<file path="config.mk">
export PLATFORM = sky130hd
export DESIGN_NAME = two_level_cache_lookup
export DESIGN_NICKNAME = d
export VERILOG_FILES = /design/src/hw/rtl/tlcl_pkg.sv /design/src/hw/rtl/tlcl_ram.sv /design/src/hw/rtl/two_level_cache_lookup.sv
export SDC_FILE = /design/constraint.sdc
export NUM_CORES = 2
export LEC_CHECK = 0
export BUFFER_PORTS_ARGS = -buffer_cell sky130_fd_sc_hd__buf_4
export CORE_MARGIN = 10
export CORE_UTILIZATION = 25
export CTS_CLUSTER_SIZE = 24
export DETAILED_ROUTE_END_ITERATION = 10
export PLACE_DENSITY = 0.43
export RECOVER_POWER = 50
export SYNTH_ARGS = -nofsm -noshare
export SYNTH_HDL_FRONTEND = slang
export SYNTH_SLANG_ARGS = --single-unit
export TNS_END_PERCENT = 10
</file>
<file path="constraint.sdc">
create_clock -name clock -period 9.8 [get_ports clock]
set_input_delay 2.45 -clock clock [delete_from_list [all_inputs] [get_ports clock]]
set_output_delay 2.45 -clock clock [all_outputs]
set_load 0.05 [all_outputs]
</file>
<file path="src/hw/rtl/tlcl_pkg.sv">
// package for the two-level cache lookup block
// holds field widths, default sizes, transaction kind and status codes
// no dependencies
`default_nettype none

package tlcl_pkg;

   localparam int ADDR_W       = 8;
   localparam int DATA_W       = 8;
   localparam int CORE_W       = 2;
   localparam int CSR_W        = 9;
   localparam int CSR_IDX_W    = 1;
   localparam int ADDR_SPACE   = 256;

   localparam int L1_LINES_DEF = 64;
   localparam int L2_LINES_DEF = 128;

   localparam logic [ADDR_W-1:0] SHARED_START_RST = 8'd32;
   localparam logic [CSR_W-1:0]  SHARED_END_RST   = 9'd128;
   localparam logic [CORE_W-1:0] OWNER_ALL        = 2'b11;

   typedef enum logic [CSR_IDX_W-1:0] {
      CSR_SHARED_START = 1'b0,
      CSR_SHARED_END   = 1'b1
   } csr_index_type;

   typedef enum logic [1:0] {
      KIND_READ     = 2'd0,
      KIND_LOAD     = 2'd1,
      KIND_FLUSH_L1 = 2'd2,
      KIND_FLUSH_L2 = 2'd3
   } kind_type;

   typedef enum logic [1:0] {
      ST_L1_HIT = 2'd0,
      ST_L2_HIT = 2'd1,
      ST_MISS   = 2'd2,
      ST_DONE   = 2'd3
   } status_type;

   // per-address line index and tag for a cache of the given size,
   // built by counting so that any line count works
   function automatic logic [ADDR_SPACE-1:0][ADDR_W-1:0] index_table(int lines);
      logic [ADDR_SPACE-1:0][ADDR_W-1:0] tab;
      int idx;
      idx = 0;
      for (int a = 0; a < ADDR_SPACE; a++) begin
         tab[a] = ADDR_W'(idx);
         idx = idx + 1;
         if (idx == lines) begin
            idx = 0;
         end
      end
      return tab;
   endfunction

   function automatic logic [ADDR_SPACE-1:0][ADDR_W-1:0] tag_table(int lines);
      logic [ADDR_SPACE-1:0][ADDR_W-1:0] tab;
      int idx;
      int tg;
      idx = 0;
      tg  = 0;
      for (int a = 0; a < ADDR_SPACE; a++) begin
         tab[a] = ADDR_W'(tg);
         idx = idx + 1;
         if (idx == lines) begin
            idx = 0;
            tg  = tg + 1;
         end
      end
      return tab;
   endfunction

endpackage

`default_nettype wire

</file>
<file path="src/hw/rtl/tlcl_ram.sv">
// generic single-write, single-read ram with registered read data
// used for the l1 and l2 line arrays; no dependencies
`default_nettype none

module tlcl_ram #(
   parameter int WIDTH = 8,
   parameter int DEPTH = 64
) (
   input  wire logic                     clock,
   input  wire logic                     wr_en,
   input  wire logic [$clog2(DEPTH)-1:0] wr_addr,
   input  wire logic [WIDTH-1:0]         wr_data,
   input  wire logic                     rd_en,
   input  wire logic [$clog2(DEPTH)-1:0] rd_addr,
   output logic      [WIDTH-1:0]         rd_data
);

   logic [WIDTH-1:0] mem_ff [DEPTH];
   logic [WIDTH-1:0] rd_data_ff;

   always_ff @(posedge clock) begin
      if (wr_en) begin
         mem_ff[wr_addr] <= wr_data;
      end
      if (rd_en) begin
         rd_data_ff <= mem_ff[rd_addr];
      end
   end

   assign rd_data = rd_data_ff;

endmodule

`default_nettype wire

</file>
<file path="src/hw/rtl/two_level_cache_lookup.sv">
// path: an accepted transaction is registered in the lookup stage, then in the rsp register when that stage advances
// throughput: one transaction per cycle while the response stream is not stalled; each level has
//   one ram read port with a registered read, and writebacks to a line just read are forwarded
// reset: synchronous; clears all l1/l2 valid bits at once (no clearing pass),
//   empties the pipeline, holds req_tready low and sets the shared window to [32, 128)
// depends on tlcl_pkg and tlcl_ram
`default_nettype none

module two_level_cache_lookup
   import tlcl_pkg::*;
#(
   parameter int L1_LINES = L1_LINES_DEF,
   parameter int L2_LINES = L2_LINES_DEF
) (
   input  wire logic                 clock,
   input  wire logic                 reset,
   // configuration writes
   input  wire logic                 csr_we,
   input  wire logic [CSR_IDX_W-1:0] csr_index,
   input  wire logic [CSR_W-1:0]     csr_wdata,
   // request stream
   input  wire logic                 req_tvalid,
   output logic                      req_tready,
   input  wire logic [23:0]          req_tdata,  // core[1:0], addr[9:2], write_data[17:10]
   input  wire logic [1:0]           req_tuser,  // kind[1:0]
   // response stream
   output logic                      rsp_tvalid,
   input  wire logic                 rsp_tready,
   output logic      [7:0]           rsp_tdata,  // read_data[7:0]
   output logic      [1:0]           rsp_tuser   // status[1:0]
);

   localparam int L1_IW   = $clog2(L1_LINES);
   localparam int L2_IW   = $clog2(L2_LINES);
   localparam int L1_TMAX = (ADDR_SPACE - 1) / L1_LINES;
   localparam int L2_TMAX = (ADDR_SPACE - 1) / L2_LINES;
   localparam int L1_TW   = (L1_TMAX > 0) ? $clog2(L1_TMAX + 1) : 1;
   localparam int L2_TW   = (L2_TMAX > 0) ? $clog2(L2_TMAX + 1) : 1;
   localparam int L1_EW   = L1_TW + DATA_W;
   localparam int L2_EW   = L2_TW + CORE_W + DATA_W;

   localparam logic [ADDR_SPACE-1:0][ADDR_W-1:0] L1_IDX_TAB = index_table(L1_LINES);
   localparam logic [ADDR_SPACE-1:0][ADDR_W-1:0] L1_TAG_TAB = tag_table(L1_LINES);
   localparam logic [ADDR_SPACE-1:0][ADDR_W-1:0] L2_IDX_TAB = index_table(L2_LINES);
   localparam logic [ADDR_SPACE-1:0][ADDR_W-1:0] L2_TAG_TAB = tag_table(L2_LINES);

   // request fields
   kind_type          req_kind;
   logic [CORE_W-1:0] req_core;
   logic [ADDR_W-1:0] req_addr;
   logic [DATA_W-1:0] req_wdata;
   logic [L1_IW-1:0]  req_idx1;
   logic [L2_IW-1:0]  req_idx2;
   logic              req_fire;

   assign req_kind  = kind_type'(req_tuser);
   assign req_core  = req_tdata[1:0];
   assign req_addr  = req_tdata[9:2];
   assign req_wdata = req_tdata[17:10];
   assign req_idx1  = L1_IDX_TAB[req_addr][L1_IW-1:0];
   assign req_idx2  = L2_IDX_TAB[req_addr][L2_IW-1:0];

   // configuration
   logic [ADDR_W-1:0] shared_start_ff;
   logic [CSR_W-1:0]  shared_end_ff;

   always_ff @(posedge clock) begin
      if (reset) begin
         shared_start_ff <= SHARED_START_RST;
         shared_end_ff   <= SHARED_END_RST;
      end else if (csr_we) begin
         unique case (csr_index_type'(csr_index))
            CSR_SHARED_START: shared_start_ff <= csr_wdata[ADDR_W-1:0];
            CSR_SHARED_END:   shared_end_ff   <= csr_wdata;
            default:          shared_end_ff   <= shared_end_ff;
         endcase
      end
   end

   // lookup stage registers
   logic              s1_valid_ff;
   kind_type          s1_kind_ff;
   logic [CORE_W-1:0] s1_core_ff;
   logic [ADDR_W-1:0] s1_addr_ff;
   logic [DATA_W-1:0] s1_wdata_ff;
   logic [L1_IW-1:0]  s1_idx1_ff;
   logic [L2_IW-1:0]  s1_idx2_ff;
   logic [L1_TW-1:0]  s1_tag1_ff;
   logic [L2_TW-1:0]  s1_tag2_ff;
   logic              fwd1_ff;
   logic [L1_EW-1:0]  fwd1_ent_ff;
   logic              fwd2_ff;
   logic [L2_EW-1:0]  fwd2_ent_ff;

   logic [L1_LINES-1:0] l1_valid_ff;
   logic [L2_LINES-1:0] l2_valid_ff;

   logic              rsp_valid_ff;
   status_type        rsp_status_ff;
   logic [DATA_W-1:0] rsp_data_ff;

   logic s1_advance;
   assign s1_advance = s1_valid_ff && (!rsp_valid_ff || rsp_tready);
   assign req_tready = !reset && (!s1_valid_ff || s1_advance);
   assign req_fire   = req_tvalid && req_tready;

   // line arrays
   logic             l1_we;
   logic [L1_EW-1:0] l1_wr_ent;
   logic [L1_EW-1:0] l1_rd_ent;
   logic             l2_we;
   logic [L2_EW-1:0] l2_wr_ent;
   logic [L2_EW-1:0] l2_rd_ent;

   tlcl_ram #(.WIDTH(L1_EW), .DEPTH(L1_LINES)) u_l1_ram (
      .clock   (clock),
      .wr_en   (l1_we),
      .wr_addr (s1_idx1_ff),
      .wr_data (l1_wr_ent),
      .rd_en   (req_fire),
      .rd_addr (req_idx1),
      .rd_data (l1_rd_ent)
   );

   tlcl_ram #(.WIDTH(L2_EW), .DEPTH(L2_LINES)) u_l2_ram (
      .clock   (clock),
      .wr_en   (l2_we),
      .wr_addr (s1_idx2_ff),
      .wr_data (l2_wr_ent),
      .rd_en   (req_fire),
      .rd_addr (req_idx2),
      .rd_data (l2_rd_ent)
   );

   // lookup and writeback
   logic [L1_EW-1:0]  l1_ent;
   logic [L2_EW-1:0]  l2_ent;
   logic [L1_TW-1:0]  l1_ent_tag;
   logic [DATA_W-1:0] l1_ent_byte;
   logic [L2_TW-1:0]  l2_ent_tag;
   logic [CORE_W-1:0] l2_ent_owner;
   logic [DATA_W-1:0] l2_ent_byte;
   logic              l1_hit;
   logic              l2_hit;
   logic              in_window;
   logic [CORE_W-1:0] load_owner;
   status_type        rsp_status_in;
   logic [DATA_W-1:0] rsp_data_in;
   logic              l1_fill;

   // the ram read happened while the previous transaction was writing back
   assign l1_ent = fwd1_ff ? fwd1_ent_ff : l1_rd_ent;
   assign l2_ent = fwd2_ff ? fwd2_ent_ff : l2_rd_ent;
   assign {l1_ent_tag, l1_ent_byte} = l1_ent;
   assign {l2_ent_tag, l2_ent_owner, l2_ent_byte} = l2_ent;

   assign l1_hit = l1_valid_ff[s1_idx1_ff] && (l1_ent_tag == s1_tag1_ff);
   assign l2_hit = l2_valid_ff[s1_idx2_ff] && (l2_ent_tag == s1_tag2_ff)
                   && ((l2_ent_owner & s1_core_ff) != '0);

   assign in_window  = (s1_addr_ff >= shared_start_ff)
                       && ({1'b0, s1_addr_ff} < shared_end_ff);
   assign load_owner = in_window ? OWNER_ALL : s1_core_ff;

   always_comb begin
      rsp_status_in = ST_DONE;
      rsp_data_in   = '0;
      l1_fill       = 1'b0;
      case (s1_kind_ff)
         KIND_READ: begin
            if (l1_hit) begin
               rsp_status_in = ST_L1_HIT;
               rsp_data_in   = l1_ent_byte;
            end else if (l2_hit) begin
               rsp_status_in = ST_L2_HIT;
               rsp_data_in   = l2_ent_byte;
               l1_fill       = 1'b1;
            end else begin
               rsp_status_in = ST_MISS;
            end
         end
         KIND_LOAD: begin
            l1_fill = 1'b1;
         end
         default: begin
            l1_fill = 1'b0;
         end
      endcase
   end

   assign l1_we     = s1_advance && l1_fill;
   assign l1_wr_ent = {s1_tag1_ff,
                       (s1_kind_ff == KIND_LOAD) ? s1_wdata_ff : l2_ent_byte};
   assign l2_we     = s1_advance && (s1_kind_ff == KIND_LOAD);
   assign l2_wr_ent = {s1_tag2_ff, load_owner, s1_wdata_ff};

   always_ff @(posedge clock) begin
      if (req_fire) begin
         s1_kind_ff  <= req_kind;
         s1_core_ff  <= req_core;
         s1_addr_ff  <= req_addr;
         s1_wdata_ff <= req_wdata;
         s1_idx1_ff  <= req_idx1;
         s1_idx2_ff  <= req_idx2;
         s1_tag1_ff  <= L1_TAG_TAB[req_addr][L1_TW-1:0];
         s1_tag2_ff  <= L2_TAG_TAB[req_addr][L2_TW-1:0];
         fwd1_ff     <= l1_we && (s1_idx1_ff == req_idx1);
         fwd1_ent_ff <= l1_wr_ent;
         fwd2_ff     <= l2_we && (s1_idx2_ff == req_idx2);
         fwd2_ent_ff <= l2_wr_ent;
      end
      if (s1_advance) begin
         rsp_status_ff <= rsp_status_in;
         rsp_data_ff   <= rsp_data_in;
      end
   end

   always_ff @(posedge clock) begin
      if (reset) begin
         s1_valid_ff  <= 1'b0;
         rsp_valid_ff <= 1'b0;
         l1_valid_ff  <= '0;
         l2_valid_ff  <= '0;
      end else begin
         if (req_fire) begin
            s1_valid_ff <= 1'b1;
         end else if (s1_advance) begin
            s1_valid_ff <= 1'b0;
         end
         if (s1_advance) begin
            rsp_valid_ff <= 1'b1;
         end else if (rsp_tready) begin
            rsp_valid_ff <= 1'b0;
         end
         if (s1_advance && (s1_kind_ff == KIND_FLUSH_L1)) begin
            l1_valid_ff <= '0;
         end else if (l1_we) begin
            l1_valid_ff[s1_idx1_ff] <= 1'b1;
         end
         if (s1_advance && (s1_kind_ff == KIND_FLUSH_L2)) begin
            l2_valid_ff <= '0;
         end else if (l2_we) begin
            l2_valid_ff[s1_idx2_ff] <= 1'b1;
         end
      end
   end

   assign rsp_tvalid = rsp_valid_ff;
   assign rsp_tdata  = rsp_data_ff;
   assign rsp_tuser  = rsp_status_ff;

   // checks
   a_flush_l1_clears: assert property (@(posedge clock) disable iff (reset)
      s1_advance && (s1_kind_ff == KIND_FLUSH_L1) |=> (l1_valid_ff == '0))
      else $error("l1 valid bits survive a flush");

   a_flush_l2_clears: assert property (@(posedge clock) disable iff (reset)
      s1_advance && (s1_kind_ff == KIND_FLUSH_L2) |=> (l2_valid_ff == '0))
      else $error("l2 valid bits survive a flush");

   a_l2_hit_refills: assert property (@(posedge clock) disable iff (reset)
      s1_advance && (s1_kind_ff == KIND_READ) && !l1_hit && l2_hit
      |=> l1_valid_ff[$past(s1_idx1_ff)])
      else $error("l2 hit did not refill the l1 line");

   a_load_fills_both: assert property (@(posedge clock) disable iff (reset)
      s1_advance && (s1_kind_ff == KIND_LOAD)
      |=> l1_valid_ff[$past(s1_idx1_ff)] && l2_valid_ff[$past(s1_idx2_ff)])
      else $error("load did not validate both levels");

   a_rsp_from_lookup: assert property (@(posedge clock) disable iff (reset)
      $rose(rsp_valid_ff) |-> $past(s1_advance))
      else $error("response appeared without a lookup completing");

endmodule

`default_nettype wire
</file>
==> metrics.txt <==
synthesized area=90400 µm²; FF-to-FF setup slack=2.44 ns; Final #Nets=4450; Fillers=35200; VDD IR max=0.123 mV; first-pass GRT wire length=356000 µm; Data required, critical path=10.44 ns; worst reg2reg path depth=3; H-tree Lvls=5; final wirelength=252000 µm; Placed Instances=8895; CTS sink count=2332; initial antenna violation count=16; die height=621 µm; Horiz. Die Dim=621 µm; global route overflow=0; setup TNS=0 ns; number of global-route vias before repair=between 40000 and 50000; WL/cell=26.8 µm; via count=42900; Hold WC Path Type=reg2reg; DRT antenna net count=0; Post-synth EDFFs=between 2000 and 2500; Hold Fails Final Rpt=0; drt first pass iters=7; post-synthesis cell count=4138; Clock transition at path regs=0.06 ns; Yosys top cell area share=0.705; layout cells sized above 1=0.303; Root Buffer=clkbuf_16; GR peak layer=met2; Async S/R FF share, synth=0; TritonCTS clock tree=yes; min Tclk post-route=7.56 ns; count leader, synth=edfxtp_1; met3 GRT Util=0.0149; drc violations=0; port bufs=46; core area=between 300000 and 400000 µm²; FF+latch count, synth=2332; Max Freq=0.132 GHz; IO Count=53; row cnt=220; cts bufs inserted=about 270; Synthesis Warnings=0; critical path arrival=8.20 ns; Detailed Place HPWL=about 150000 µm; Hold Crit Start=l1_valid_ff[60]; vias per inst=4.57; worst-path maximum fanout=69; endpoints failing setup=0; WHS Endpoint=l1_valid_ff[60]; hold slack=0.444 ns; Worst setup startpoint=req_tdata[6]; initial DRC count=4050; Post-synth top flop=edfxtp_1; hold path cells=2; final worst slack=2.24 ns; Placer Congestion=0.737; clock tree buffer depth=4; Commonest cells post-synth=edfxtp_1 (2121), mux4_2 (694), dfxtp_1 (211); Layout area overhead=17.0%; met1 Resource Use GR=0.177; gr usage total=0.126; Mean Syn Cell Area=21.8 µm²; Tcrit/Tclk final=0.771; Slew Limit Headroom=-2.64; measured slew at the worst slew-check pin=5.46 ns; final slew viol count=2158; Resized Gates After CTS=0; failing checks=capacitance limit, slew limit; leading area contributor after synthesis=edfxtp_1; run status=finished, violations left; Final Instance Count excl. Fillers=9378; Max-Cap Viols=39; CP endpoint kind=register; post-synth cell types=51; post-synthesis sequential area ratio=0.752; skew final=0.0629 ns; Worst-Skew Late Latency=0.89 ns; Setup WS pre-CTS=3.36 ns; postcts setup bufs=0; met2 Resource Use GR=0.206; Synth area leaders=edfxtp_1 (70%), mux4_2 (17%), dfxtp_1 (4.7%); total die area=386000 µm²; RSZ-0062 raised after global routing=false; R2R Path End=u_l2_ram.mem_ff[82][10]; pwr dens=204 nW/µm²; Initial Util=0.251; Net Count, Synth=4194; reg-to-reg startpoint=s1_tag2_ff; Startpoint Class=primary input; largest net degree at the start of global routing=130; cts hold-fix bufs=0; Pleak=~32 nW; Crit Path Category=in2reg
## how the worst max path moves through the flow
stage,end,slack (ns),depth (start not counted)
finish,u_l2_ram.rd_data[2],2.24,5
global route,u_l2_ram.mem_ff[82][10],1.93,3
CTS,u_l1_ram.mem_ff[52][1],3.87,10
detailed placement,u_l2_ram.rd_data[3],3.36,7
global placement,u_l2_ram.rd_data[3],3.37,7
floorplan,fwd2_ent_ff[8],1.80,4
## layer usage
layer	part of all wire	wire length (µm)	vias to the layer above
met2	0.48	121000	979
met1	0.45	114000	23600
met4	0.028	6940	0
met5	0	0	-
met3	0.039	9910	361
li1	-	-	17900
## cell type report
cell class,instances,area (µm²),share of cell area
diodes,3,7.51,0.0000710
clock buffers,367,7380,0.0698
clock inverters,112,900,0.00851
inverters,21,78.8,0.000745
multi-input cells,1529,21700,0.206
flip-flops and latches,2332,67900,0.642
well taps,4773,5970,0.0565
repair buffers,241,1750,0.0166
## registers in the layout (all words and copies together), names as in the netlist, 7 cells and up
signal            flops
shared_end_ff         9
u_l1_ram.mem_ff     640
u_l1_ram.rd_data     10
shared_start_ff       8
u_l2_ram.mem_ff    1408
u_l2_ram.rd_data     11
rsp_tdata             8
fwd2_ent_ff          10
l2_valid_ff         128
l1_valid_ff          64
s1_wdata_ff           8
fwd1_ent_ff          10
s1_addr_ff            7
## report_power, final
| part | leakage (nW) | switching [mW] | total [mW] | internal, mW |
|---|---|---|---|---|
| registers | 20.7 | 0.0161 | 10.9 | 10.9 |
| logic | 7.43 | 0.693 | 1.07 | 0.377 |
| clock network | 4.04 | 4.02 | 9.56 | 5.53 |
## critical path, stage by stage
cell and delay [ns]:
clkbuf_1 3.60, buf_12 0.44, mux4_2 0.50, mux4_2 0.63, mux2_2 0.32
## cell families after synthesis
kind of cell | after synthesis | share of synthesized area
xor gates and xnor gates | 10 | 0.000969
DFF | 2332 | 0.752
muxes | 818 | 0.187
buffers and inverters | 277 | 0.0129
adders and majority gates | 15 | 0.00208
and+or+nand+nor | 420 | 0.0199
AOI/OAI and AO/OA | 266 | 0.0255
## per-stage QoR
stage	instance area, µm²	util	power [mW]
2_1_floorplan	90400	-	11.7
5_1_grt	106000	0.294	22.3
4_1_cts	106000	0.295	21.8
6_report	106000	0.294	21.6
3_3_place_gp	97700	0.272	12.2
3_5_place_dp	97700	0.272	12.2
## cells in the final DEF, fill, tap and decap left out, types with 4 or more instances in the layout
cell / netlist / layout
a21o_1: 8 / 8
a21oi_1: 27 / 19
a21oi_4: 0 / 8
a221oi_1: 5 / 5
and2_1: 12 / 10
buf_12: 0 / 14
buf_4: 7 / 139
bufinv_16: 0 / 9
clkbuf_1: 148 / 149
clkbuf_16: 0 / 279
clkbuf_4: 1 / 14
clkbuf_8: 0 / 8
clkinv_1: 0 / 46
clkinv_2: 0 / 33
clkinv_8: 0 / 7
clkinvlp_4: 0 / 4
dfxtp_1: 211 / 211
edfxtp_1: 2121 / 2121
ha_1: 15 / 15
inv_1: 20 / 20
inv_6: 0 / 8
mux2_2: 24 / 24
mux2i_1: 100 / 100
mux4_2: 694 / 694
nand2_1: 138 / 133
nand2_2: 0 / 5
nand2b_1: 5 / 5
nand3_1: 22 / 20
nor2_1: 153 / 94
nor2_2: 0 / 58
nor2b_1: 8 / 8
nor3_1: 71 / 40
nor3_2: 0 / 30
o21a_1: 128 / 128
o21ai_0: 6 / 6
o22ai_1: 8 / 8
o41ai_1: 24 / 24
o41ai_2: 40 / 40
xor2_1: 7 / 7
Power figures use the tool's default switching activity.
